### config.mk
export PLATFORM = sky130hd
export DESIGN_NAME = bounded_array_list_engine
export DESIGN_NICKNAME = d
export VERILOG_FILES = /design/src/hdl/bal_pkg.sv /design/src/hdl/bal_cell.sv /design/src/hdl/bal_finder.sv /design/src/hdl/bounded_array_list_engine.sv
export SDC_FILE = /design/constraint.sdc
export NUM_CORES = 2
export LEC_CHECK = 0
export ABC_AREA = 0
export BUFFER_PORTS_ARGS = -buffer_cell sky130_fd_sc_hd__buf_2
export CORE_MARGIN = 1
export CORE_UTILIZATION = 30
export CTS_CLUSTER_SIZE = 30
export DETAILED_ROUTE_END_ITERATION = 12
export PLACE_DENSITY = 0.55
export SLEW_MARGIN = 0
export SYNTH_ARGS = -nofsm -noshare
export SYNTH_HDL_FRONTEND = slang
export SYNTH_SLANG_ARGS = --single-unit
### constraint.sdc
create_clock -name clk -period 7 [get_ports clk]
set_clock_uncertainty 0.1 [all_clocks]
set_input_delay 0.35 -clock clk [delete_from_list [all_inputs] [get_ports clk]]
set_output_delay 0.35 -clock clk [all_outputs]
set_load 0.05 [all_outputs]
### src/hdl/bal_pkg.sv
package bal_pkg;

  // default geometry
  localparam int DEPTH_DEF = 16;
  localparam int WIDTH_DEF = 32;

  // match bits looked at per scan step
  localparam int SCAN_GROUP = 8;

  // request codes
  typedef enum logic [2:0] {
    OP_PUSH_BACK  = 3'd0,
    OP_POP_BACK   = 3'd1,
    OP_PUSH_FRONT = 3'd2,
    OP_POP_FRONT  = 3'd3,
    OP_INSERT     = 3'd4,
    OP_ERASE      = 3'd5,
    OP_FIND       = 3'd6,
    OP_CLEAR      = 3'd7
  } op_t;

  // result status codes
  typedef enum logic [1:0] {
    STAT_OK      = 2'd0,
    STAT_FULL    = 2'd1,
    STAT_RANGE   = 2'd2,
    STAT_MISSING = 2'd3
  } status_t;

  // shift command broadcast to the cell row
  typedef enum logic [1:0] {
    SH_NONE  = 2'd0,
    SH_OPEN  = 2'd1,
    SH_CLOSE = 2'd2
  } shift_t;

  // control state of the top level
  typedef enum logic {
    ST_IDLE = 1'b0,
    ST_SCAN = 1'b1
  } state_t;

  // top level to finder
  typedef struct packed {
    logic start;
    logic step;
  } find_ctl_t;

  // finder to top level
  typedef struct packed {
    logic done;
    logic hit;
  } find_res_t;

endpackage

### src/hdl/bal_cell.sv
module bal_cell #(
  parameter int DEPTH = bal_pkg::DEPTH_DEF,
  parameter int WIDTH = bal_pkg::WIDTH_DEF,
  parameter int IDX   = 0
) (
  input  logic                 clk,
  input  bal_pkg::shift_t      kind,
  input  logic [$clog2(DEPTH)-1:0] at,
  input  logic [WIDTH-1:0]     value,
  input  logic [WIDTH-1:0]     prev_word,
  input  logic [WIDTH-1:0]     next_word,
  output logic [WIDTH-1:0]     word,
  output logic                 match
);

  localparam int AW = $clog2(DEPTH);
  localparam logic [AW-1:0] MY_IDX = AW'(IDX);

  logic [WIDTH-1:0] word_next;

  // open: cells above the gap take from below, the gap cell takes the value
  // close: cells at and above the gap take from above
  always_comb begin
    word_next = word;
    case (kind)
      bal_pkg::SH_OPEN: begin
        if (MY_IDX > at) begin
          word_next = prev_word;
        end else if (MY_IDX == at) begin
          word_next = value;
        end
      end
      bal_pkg::SH_CLOSE: begin
        if (MY_IDX >= at) begin
          word_next = next_word;
        end
      end
      default: begin
        word_next = word;
      end
    endcase
  end

  always_ff @(posedge clk) begin
    word <= word_next;
  end

  // local compare for find
  assign match = (word == value);

endmodule

### src/hdl/bal_finder.sv
module bal_finder #(
  parameter int DEPTH = bal_pkg::DEPTH_DEF
) (
  input  logic                       clk,
  input  logic                       rst,
  input  bal_pkg::find_ctl_t         ctl,
  input  logic [DEPTH-1:0]           hits_in,
  output bal_pkg::find_res_t         res,
  output logic [$clog2(DEPTH+1)-1:0] pos
);

  localparam int CW = $clog2(DEPTH + 1);
  localparam int GS = bal_pkg::SCAN_GROUP;
  localparam int NG = (DEPTH + GS - 1) / GS;
  localparam int GW = $clog2(NG + 1);
  localparam int HW = NG * GS;
  localparam int SW = $clog2(GS);

  logic [HW-1:0] hits;
  logic [GW-1:0] grp;
  logic          any;
  logic [SW-1:0] first;

  // hit vector shifts down one group per step
  always_ff @(posedge clk) begin
    if (rst) begin
      grp <= '0;
    end else if (ctl.start) begin
      grp <= '0;
    end else if (ctl.step) begin
      grp <= grp + GW'(1);
    end
  end

  always_ff @(posedge clk) begin
    if (ctl.start) begin
      hits <= HW'(hits_in);
    end else if (ctl.step) begin
      hits <= hits >> GS;
    end
  end

  // first set bit of the low group
  always_comb begin
    any   = 1'b0;
    first = '0;
    for (int i = GS - 1; i >= 0; i--) begin
      if (hits[i]) begin
        any   = 1'b1;
        first = SW'(i);
      end
    end
  end

  assign res.hit  = any;
  assign res.done = any || (grp == GW'(NG - 1));
  assign pos      = (CW'(grp) << SW) + CW'(first) + CW'(1);

endmodule

### src/hdl/bounded_array_list_engine.sv
// Bounded ordered list of up to DEPTH signed WIDTH-bit words held in a row of
// register cells, one word per cell; push, pop front, insert and erase shift
// the cells from the target position upward by one place, pop back only
// lowers the count and clear only resets it. Every request gives one result
// with a status, a one-based found position and the element count after the
// request. All requests other than find are taken one per cycle while the
// result side is not stalled, and their result is registered in the cycle
// after acceptance. Find compares every cell in the accepting cycle, then
// scans the match bits eight per cycle while the result side is free, so it
// holds the input off until the scan ends and its result is registered. Refused
// requests (push on a full list, pop on an empty list, out-of-range position) leave the list untouched.
module bounded_array_list_engine #(
  parameter int DEPTH = bal_pkg::DEPTH_DEF,
  parameter int WIDTH = bal_pkg::WIDTH_DEF
) (
  input  logic                       clk,
  input  logic                       rst,
  input  logic                       in_valid,
  output logic                       in_stall,
  input  logic [2:0]                 op,
  input  logic [$clog2(DEPTH+1)-1:0] position,
  input  logic signed [WIDTH-1:0]    value,
  output logic                       out_valid,
  input  logic                       out_stall,
  output logic [1:0]                 status,
  output logic [$clog2(DEPTH+1)-1:0] found_position,
  output logic [$clog2(DEPTH+1)-1:0] element_count
);

  localparam int AW = $clog2(DEPTH);
  localparam int CW = $clog2(DEPTH + 1);

  bal_pkg::state_t    state, state_next;
  bal_pkg::op_t       req;
  bal_pkg::shift_t    kind;
  bal_pkg::status_t   stat_now;
  bal_pkg::find_ctl_t fctl;
  bal_pkg::find_res_t fres;

  logic [CW-1:0]    count, count_next;
  logic [AW-1:0]    at;
  logic [CW-1:0]    fpos;
  logic             acc;
  logic             out_free;
  logic             full;
  logic [DEPTH-1:0] match;
  logic [DEPTH-1:0] hits;
  logic [WIDTH-1:0] words [DEPTH];

  assign req      = bal_pkg::op_t'(op);
  assign acc      = in_valid && !in_stall;
  assign out_free = !out_valid || !out_stall;
  assign full     = (count == CW'(DEPTH));

  // request decode: shift command, status and new count
  always_comb begin
    kind       = bal_pkg::SH_NONE;
    at         = '0;
    stat_now   = bal_pkg::STAT_OK;
    count_next = count;
    case (req)
      bal_pkg::OP_PUSH_BACK: begin
        if (full) begin
          stat_now = bal_pkg::STAT_FULL;
        end else begin
          kind       = bal_pkg::SH_OPEN;
          at         = count[AW-1:0];
          count_next = count + CW'(1);
        end
      end
      bal_pkg::OP_POP_BACK: begin
        if (count == '0) begin
          stat_now = bal_pkg::STAT_RANGE;
        end else begin
          count_next = count - CW'(1);
        end
      end
      bal_pkg::OP_PUSH_FRONT: begin
        if (full) begin
          stat_now = bal_pkg::STAT_FULL;
        end else begin
          kind       = bal_pkg::SH_OPEN;
          count_next = count + CW'(1);
        end
      end
      bal_pkg::OP_POP_FRONT: begin
        if (count == '0) begin
          stat_now = bal_pkg::STAT_RANGE;
        end else begin
          kind       = bal_pkg::SH_CLOSE;
          count_next = count - CW'(1);
        end
      end
      bal_pkg::OP_INSERT: begin
        if (position > count) begin
          stat_now = bal_pkg::STAT_RANGE;
        end else if (full) begin
          stat_now = bal_pkg::STAT_FULL;
        end else begin
          kind       = bal_pkg::SH_OPEN;
          at         = position[AW-1:0];
          count_next = count + CW'(1);
        end
      end
      bal_pkg::OP_ERASE: begin
        if (position >= count) begin
          stat_now = bal_pkg::STAT_RANGE;
        end else begin
          kind       = bal_pkg::SH_CLOSE;
          at         = position[AW-1:0];
          count_next = count - CW'(1);
        end
      end
      bal_pkg::OP_FIND: begin
        stat_now = bal_pkg::STAT_MISSING;
      end
      bal_pkg::OP_CLEAR: begin
        count_next = '0;
      end
      default: begin
        count_next = count;
      end
    endcase
  end

  // row of cells, each wired to its neighbors
  for (genvar i = 0; i < DEPTH; i++) begin : g_cell
    logic [WIDTH-1:0] prev_w, next_w;
    if (i == 0) begin : g_first
      assign prev_w = '0;
    end else begin : g_mid
      assign prev_w = words[i-1];
    end
    if (i == DEPTH - 1) begin : g_last
      assign next_w = '0;
    end else begin : g_inner
      assign next_w = words[i+1];
    end

    bal_cell #(
      .DEPTH (DEPTH),
      .WIDTH (WIDTH),
      .IDX   (i)
    ) u_cell (
      .clk       (clk),
      .kind      (acc ? kind : bal_pkg::SH_NONE),
      .at        (at),
      .value     (value),
      .prev_word (prev_w),
      .next_word (next_w),
      .word      (words[i]),
      .match     (match[i])
    );

    // only cells below the count take part in find
    assign hits[i] = match[i] && (CW'(i) < count);
  end

  bal_finder #(
    .DEPTH (DEPTH)
  ) u_finder (
    .clk     (clk),
    .rst     (rst),
    .ctl     (fctl),
    .hits_in (hits),
    .res     (fres),
    .pos     (fpos)
  );

  // next state
  always_comb begin
    state_next = state;
    case (state)
      bal_pkg::ST_IDLE: begin
        if (acc && req == bal_pkg::OP_FIND) begin
          state_next = bal_pkg::ST_SCAN;
        end
      end
      bal_pkg::ST_SCAN: begin
        if (out_free && fres.done) begin
          state_next = bal_pkg::ST_IDLE;
        end
      end
      default: begin
        state_next = bal_pkg::ST_IDLE;
      end
    endcase
  end

  // state outputs
  always_comb begin
    in_stall   = 1'b1;
    fctl.start = 1'b0;
    fctl.step  = 1'b0;
    case (state)
      bal_pkg::ST_IDLE: begin
        in_stall   = out_valid && out_stall;
        fctl.start = in_valid && !in_stall && (req == bal_pkg::OP_FIND);
      end
      bal_pkg::ST_SCAN: begin
        fctl.step = out_free;
      end
      default: begin
        in_stall = 1'b1;
      end
    endcase
  end

  always_ff @(posedge clk) begin
    if (rst) begin
      state <= bal_pkg::ST_IDLE;
      count <= '0;
    end else begin
      state <= state_next;
      if (acc) begin
        count <= count_next;
      end
    end
  end

  // result register
  always_ff @(posedge clk) begin
    if (rst) begin
      out_valid <= 1'b0;
    end else if (acc && req != bal_pkg::OP_FIND) begin
      out_valid <= 1'b1;
    end else if (state == bal_pkg::ST_SCAN && out_free && fres.done) begin
      out_valid <= 1'b1;
    end else if (!out_stall) begin
      out_valid <= 1'b0;
    end
  end

  always_ff @(posedge clk) begin
    if (acc && req != bal_pkg::OP_FIND) begin
      status         <= stat_now;
      found_position <= '0;
      element_count  <= count_next;
    end else if (state == bal_pkg::ST_SCAN && out_free && fres.done) begin
      status         <= fres.hit ? bal_pkg::STAT_OK : bal_pkg::STAT_MISSING;
      found_position <= fres.hit ? fpos : '0;
      element_count  <= count;
    end
  end

  // count stays within capacity
  a_count_range: assert property (@(posedge clk) disable iff (rst)
    count <= CW'(DEPTH))
    else $error("element count beyond capacity");

  // no item taken while a find is being scanned
  a_scan_stall: assert property (@(posedge clk) disable iff (rst)
    state == bal_pkg::ST_SCAN |-> in_stall)
    else $error("input accepted during find scan");

  // a position is reported only with a successful find
  a_found_ok: assert property (@(posedge clk) disable iff (rst)
    out_valid && status != bal_pkg::STAT_OK |-> found_position == '0)
    else $error("found position without success");

  // clear gives an empty list in the next result
  a_clear: assert property (@(posedge clk) disable iff (rst)
    acc && req == bal_pkg::OP_CLEAR |=> out_valid && element_count == '0)
    else $error("clear did not empty the list");

endmodule

[Word-level counts from Yosys, hierarchy flattened]
Index checks and enable logic that the tools add are counted.
Word-level totals
  bits of input ports: 44
  latch bits: 0
  memories: 0
  memory bits (writable): 0
  logic and storage cells: 330
  ROM bits: 0
  output and inout port bits: 14
  flip-flop bits (word level): 549
Operators by class
  muxes and demuxes: 118
  shift operators: 0
  divide/modulo/power cells: 0
  equality and inequality tests: 76
  reductions and logical operators: 56
  multipliers: 0
  magnitude comparators: 50
  bitwise logic cells: 1
  add/subtract/negate cells: 5
Operators with widths (number)
  32-bit 2-to-1 mux: 48
  32-bit case mux with 2 select lines: 16
  32-bit == test: 16
  3-bit by 1-bit inequality test with 1-bit output (second input constant): 17
  3-bit AND reduction: 16
  4-bit by 5-bit less-than comparator with 1-bit output (first input constant): 8
  5-bit 2-to-1 mux: 7
  4-bit == test (first input constant): 8
  4-bit greater-or-equal comparator (first input constant): 8
  4-bit greater-than comparator (first input constant): 8
  16-bit 2-to-1 mux: 2
  2-bit by 1-bit inequality test with 1-bit output (second input constant): 16
  1-bit logical AND: 25
  5-bit case mux with 5 select lines: 1
  3-bit 2-to-1 mux: 8
  3-bit by 5-bit less-than comparator with 1-bit output (first input constant): 4
  2-bit 2-to-1 mux: 10
  1-bit 2-to-1 mux: 18
  3-bit by 4-bit == test with 1-bit output (first input constant): 4
  3-bit by 4-bit greater-or-equal comparator with 1-bit output (first input constant): 4
  3-bit by 4-bit greater-than comparator with 1-bit output (first input constant): 4
  4-bit 2-to-1 mux: 4
  3-bit == test (second input constant): 4
  4-bit case mux with 3 select lines: 1
  other kinds (31): 49

[Depth between registers and ports, before layout]
  depth in word-level cells: 12
  depth in mapped cells: 17

[Hierarchy]
Synthesis repeated with hierarchy kept, for this count alone.
Second synthesis, totals
  cell total of the unflattened synthesis: 3299
  area, all modules: 34817.1 sq um
By module, submodules not included
  bal_cell (g_cell[14].u_cell ...): times used 2, area each 2013.2 sq um, cells each 185
  bal_cell (g_cell[6].u_cell): times used 1, area each 2069.5 sq um, cells each 185
  bal_cell (g_cell[10].u_cell): times used 1, area each 2067.0 sq um, cells each 186
  bal_cell (g_cell[2].u_cell): times used 1, area each 2062.0 sq um, cells each 185
  bal_cell (g_cell[4].u_cell): times used 1, area each 2062.0 sq um, cells each 187
  bal_cell (g_cell[3].u_cell): times used 1, area each 2059.5 sq um, cells each 185
  bal_cell (g_cell[1].u_cell): times used 1, area each 2045.7 sq um, cells each 185
  bal_cell (g_cell[13].u_cell): times used 1, area each 2024.4 sq um, cells each 185
  bal_cell (g_cell[7].u_cell): times used 1, area each 2016.9 sq um, cells each 221
  bal_cell (g_cell[8].u_cell): times used 1, area each 2013.2 sq um, cells each 186
  bal_cell (g_cell[12].u_cell): times used 1, area each 2011.9 sq um, cells each 186
  bal_cell (g_cell[9].u_cell): times used 1, area each 2003.2 sq um, cells each 222
  bal_cell (g_cell[11].u_cell): times used 1, area each 1994.4 sq um, cells each 223
  bal_cell (g_cell[5].u_cell): times used 1, area each 1991.9 sq um, cells each 223
  +3 rows

[Worst setup path after synthesis]
OpenSTA, ideal clock, no wires.
  path kind: reg-to-reg
  from: reg count[2]
  to: reg g_cell[10].u_cell.word[0], enable pin
  stages on the path, launching flop included: 14
  data arrival time: 5.851 ns
  clock period less this slack: 6.417 ns
  path slack: 0.583 ns
  setup time: 0.466 ns
  path through: dfxtp_1 -> buf_2 -> buf_1 -> inv_1 -> ha_1 -> a21oi_1 -> o21ai_0 -> o41ai_1 -> nand3_1 -> inv_1 -> ha_1 -> inv_1 -> nand2_1 -> o21ai_0
On the way
  cells in the longest elaborated chain, start to end: 8
  elaborated cells on any way between the ends: 24
  those cells by class: order compare: 4; eq/ne: 6; mux: 11; reduce/logical: 3
RTL lines
  start, declared: RTL line bounded_array_list_engine.sv:40  | logic [CW-1:0] count, count_next;
  start signal, assigned: RTL line bounded_array_list_engine.sv:216  | count <= count_next;
  parallel branches: the longest is 7 deep, another holds 5-bit greater-or-equal comparator
  3-bit AND reduction (no source line) (*)
  end signal, assigned: RTL line bal_cell.sv:45  | word <= word_next;
  end, declared: RTL line bal_cell.sv:12  | output logic [WIDTH-1:0] word,
Mark *: on every way between the ends.
A chain may end at the register's enable or synchronous reset.

[Final worst setup path]
  from: reg count[3]
  to: reg g_cell[1].u_cell.word[5], data pin
On the way
  cells in the longest elaborated chain, start to end: 7
  elaborated cells on any way between the ends: 20
  those cells by class: order compare: 3; eq/ne: 3; mux: 13; reduce/logical: 1
RTL lines
  parallel branches: the longest is 6 deep, another holds 5-bit greater-or-equal comparator
  32-bit case mux with 2 select lines (*): RTL line bal_cell.sv:25  | case (kind)
  via g_cell[1].u_cell.word_next[5]: RTL line bal_cell.sv:19  | logic [WIDTH-1:0] word_next;
  end signal, assigned: RTL line bal_cell.sv:45
  end, declared: RTL line bal_cell.sv:12
Mark *: on every way through the listed nets, which the timed path passes.

==> results.md <==
* Outcome: complete, no violations
* WS Path Type: reg -> reg
* Worst-margin pin slew at 1250 ps
* # setup viols final at 0
* Gp weighted congestion at 0.908
* Sink Count at 549
* Syn_area_per_cell at 10.2 um2
* Final-report max-slew violation count at 0
* Die height at 348 um
* Worst Setup End Kind: flop
* Avg WL per Cell at 29.8 um
* Power per cell area at 245 nW/um2
* Synth Register Bits at 549
* Vias in the first global route at 29,500
* Port bufs at 57
* Setup bufs post-CTS at 0
* Initial antenna violation count at 10
* TritonCTS buffer count at 70
* Leakage power at 13.0 nW
* M2 GR Usage at 35.5%
* Synth Cell Area at 35,900 um2
* H-tree levels at 3
* Max-cap violations at 0
* Fmax at 186 MHz
* Via-per-instance ratio at 6.26
* Largest stage delay, worst path at 740 ps
* Post-synth top area share at 44.7%
* Total number of vias at 31,300
* CP bufs+invs at 4
* Synth Net Count at 3,575
* Global-route wire length before repair at 215,000 um
* R2r endpoint: g_cell[1].u_cell.word[5]$_DFFE_PP_
* Fin. Hold Viols at 0
* Commonest non-fill, non-tap cell in the layout: edfxtp_1
* CP Launch Point: count[3]$_SDFFE_PP0P_
* GRT met3 Usage at 5.81%
* Worst Path Max Fanout at 198
* CTS tree: yes
* # fillers at 12,000
* Gr ovfl total at 0
* Startpoint Class: flop
* Highest-count cells in the layout ignoring fill and taps: edfxtp_1, xnor2_1, nand2_1
* DP HPWL at 99,000 um
* Gr usage total at 23.7%
* R2R Setup Slk at 1630 ps
* RSZ-0062 raised after global routing: false
* Synth area leaders: edfxtp_1, xnor2_1, xor2_1
* CTS Root Cell: clkbuf_16
* Initial drt markers at 4,812
* Synth cell types at 84
* Cell with the most instances on the worst path: buf_4
* Largest net degree at the start of global routing at 199
* NumNets Final at 3,406
* # rows at 126
* Synth Warn # at 0
* Die area at 121,000 um2
* Hold/Removal Path Class: in -> reg
* Number of synthesized flops with an enable pin at 535
* Final ANT Viol Nets at 0
* GR Util met1 at 33.3%
* Final core occ at 33.7%
* Max clock buf depth at 3
* Crit path max-delay family: buffers and inverters
* Chip width at 348 um
* Worst Hold Depth at 3
* Async S/R FF share, synth at 0%
* IO Pins at 58
* Final period util at 76.7%
* Clock-pin slew on the worst setup and hold paths at 60 ps
* Crit path required time at 7260 ps
* Post-synthesis sequential area ratio at 45.5%
* Hold Crit Start: in_valid
* CP arrival at 5630 ps
* R2r worst-path depth at 12
* Crit path max-delay cell type: dfxtp_1
* Setup TNS at 0 ps
* Drt total wl at 149,000 um
* Cells after synthesis at 3,517
* Hold EP: status[1]$_DFFE_PP_
* DRC at 0
* Synth-to-Final Area Change at 10.9%
* Total core area at 118,000 um2
* GR peak layer: met2
* Max-slew headroom at 15.9%
* PostCTS Resize Cnt at 0
* CP Cell Sequence: inv_1 > ha_1 > and4_1 > a32oi_1 > o41ai_1 > buf_4 > nand3_1 > ha_4 > buf_12 > buf_4 > nor2b_1 > a221o_1
* Initial Util at 30.4%
* Critical R2R Launch: count[3]$_SDFFE_PP0P_
* WHS at 63.5 ps
* Peak supply drop at 0.176 mV
* Top_reg_cell synth: edfxtp_1
* Fin crit period at 5370 ps
* Share of layout cells above drive strength 1 at 9.98%
* 1st-pass router iterations at 8
* Post-synth top area cell: edfxtp_1
* Worst skew pair latency at 620 ps
## worst register-to-register path: stages, from the launching register on
cell and delay [ps]:
dfxtp_1 740, inv_1 210, ha_1 360, and4_1 250, a32oi_1 250, o41ai_1 110, buf_4 170, nand3_1 150
ha_4 620, buf_12 530, buf_4 860, nor2b_1 380, a221o_1 370
## through the flow
stage / instances / power, mW / area (um2) / worst slack [ps]
floorplan: 3517 / 5.41 / 35900 / 583
global placement: 4873 / 6.09 / 37600 / 1700
detailed placement: 4873 / 6.10 / 37600 / 1640
CTS: 4998 / 9.72 / 39900 / 1620
global route: 4998 / 10.0 / 39900 / 1300
finish: 4999 / 9.76 / 39900 / 1630
## cells in the mapped netlist (13+ instances only)
cell	n
edfxtp_1	535
xnor2_1	310
nand2_1	298
clkbuf_1	271
o21ai_0	215
xor2_1	205
nor4_1	132
a221o_1	128
nand4_1	124
nand3_1	112
a31oi_1	105
and4_1	98
mux2i_1	97
inv_1	89
a211oi_1	71
a2bb2oi_1	64
buf_2	58
a21oi_1	55
nor2_1	51
buf_1	41
nor2b_1	36
o22ai_1	36
o21ai_1	35
o31ai_1	34
nor3b_1	33
o211ai_1	33
o221a_2	33
o221ai_1	33
o311ai_1	30
nor3_1	18
dfxtp_1	14
ha_1	14
buf_4	13
## power breakdown
part,total [mW],leakage (nW),internal (mW),switching [mW]
logic,1.78,6.81,0.625,1.15
clock network,3.65,1.09,2.10,1.54
registers,4.33,5.10,4.02,0.316
total,9.76,13.0,6.75,3.01
## what timing repair did
| item | CTS | global route |
|---|---|---|
| endpoints found under the setup margin | 0 | 0 |
| hold endpoints to repair | 6 | 0 |
| hold buffers | 3 | 0 |
## cells by family after synthesis
family                   synth area share [%]
AO/OA/AOI/OAI                            18.8
flip-flops                               45.5
adder cells (fa/ha/maj)                 0.487
XOR/XNOR                                 12.6
multiplexers                             2.70
AND/OR/NAND/NOR                          14.4
buffers and inverters                    5.60
## registers in the layout (all words and copies together), names as in the netlist
| register | flops |
|---|---|
| status | 2 |
| found_position | 5 |
| element_count | 5 |
| u_finder.hits | 16 |
| u_finder.grp | 2 |
| state | 1 |
| count | 5 |
| out_valid | 1 |
| g_cell.u_cell.word | 512 |
## worst max path at each step
stage | end | slack (ps) | cells after the start
2_1_floorplan | g_cell[10].u_cell.word[0]$_DFFE_PP_ | 580 | 13
3_3_place_gp | g_cell[1].u_cell.word[5]$_DFFE_PP_ | 1700 | 12
3_5_place_dp | g_cell[1].u_cell.word[5]$_DFFE_PP_ | 1640 | 12
4_1_cts | g_cell[1].u_cell.word[5]$_DFFE_PP_ | 1620 | 12
5_1_grt | g_cell[1].u_cell.word[5]$_DFFE_PP_ | 1300 | 12
6_report | g_cell[1].u_cell.word[5]$_DFFE_PP_ | 1630 | 12
## layer usage
layer	wire [um]	share of wire [%]
met1	61600	41
met2	65300	44
met3	17200	12
met4	4630	3.1
met5	45	0.030
## final cells by class
cell class / instances / area (um2) / share of cell area, %
multi-input cells: 2485 / 17900 / 44.8
flip-flops and latches: 549 / 16300 / 41.0
well taps: 1600 / 2000 / 5.02
clock buffers: 82 / 1880 / 4.72
repair buffers: 152 / 1090 / 2.74
inverters: 90 / 348 / 0.872
clock inverters: 40 / 339 / 0.850
diodes: 1 / 2.50 / 0.00628
Power figures use the tool's default switching activity.
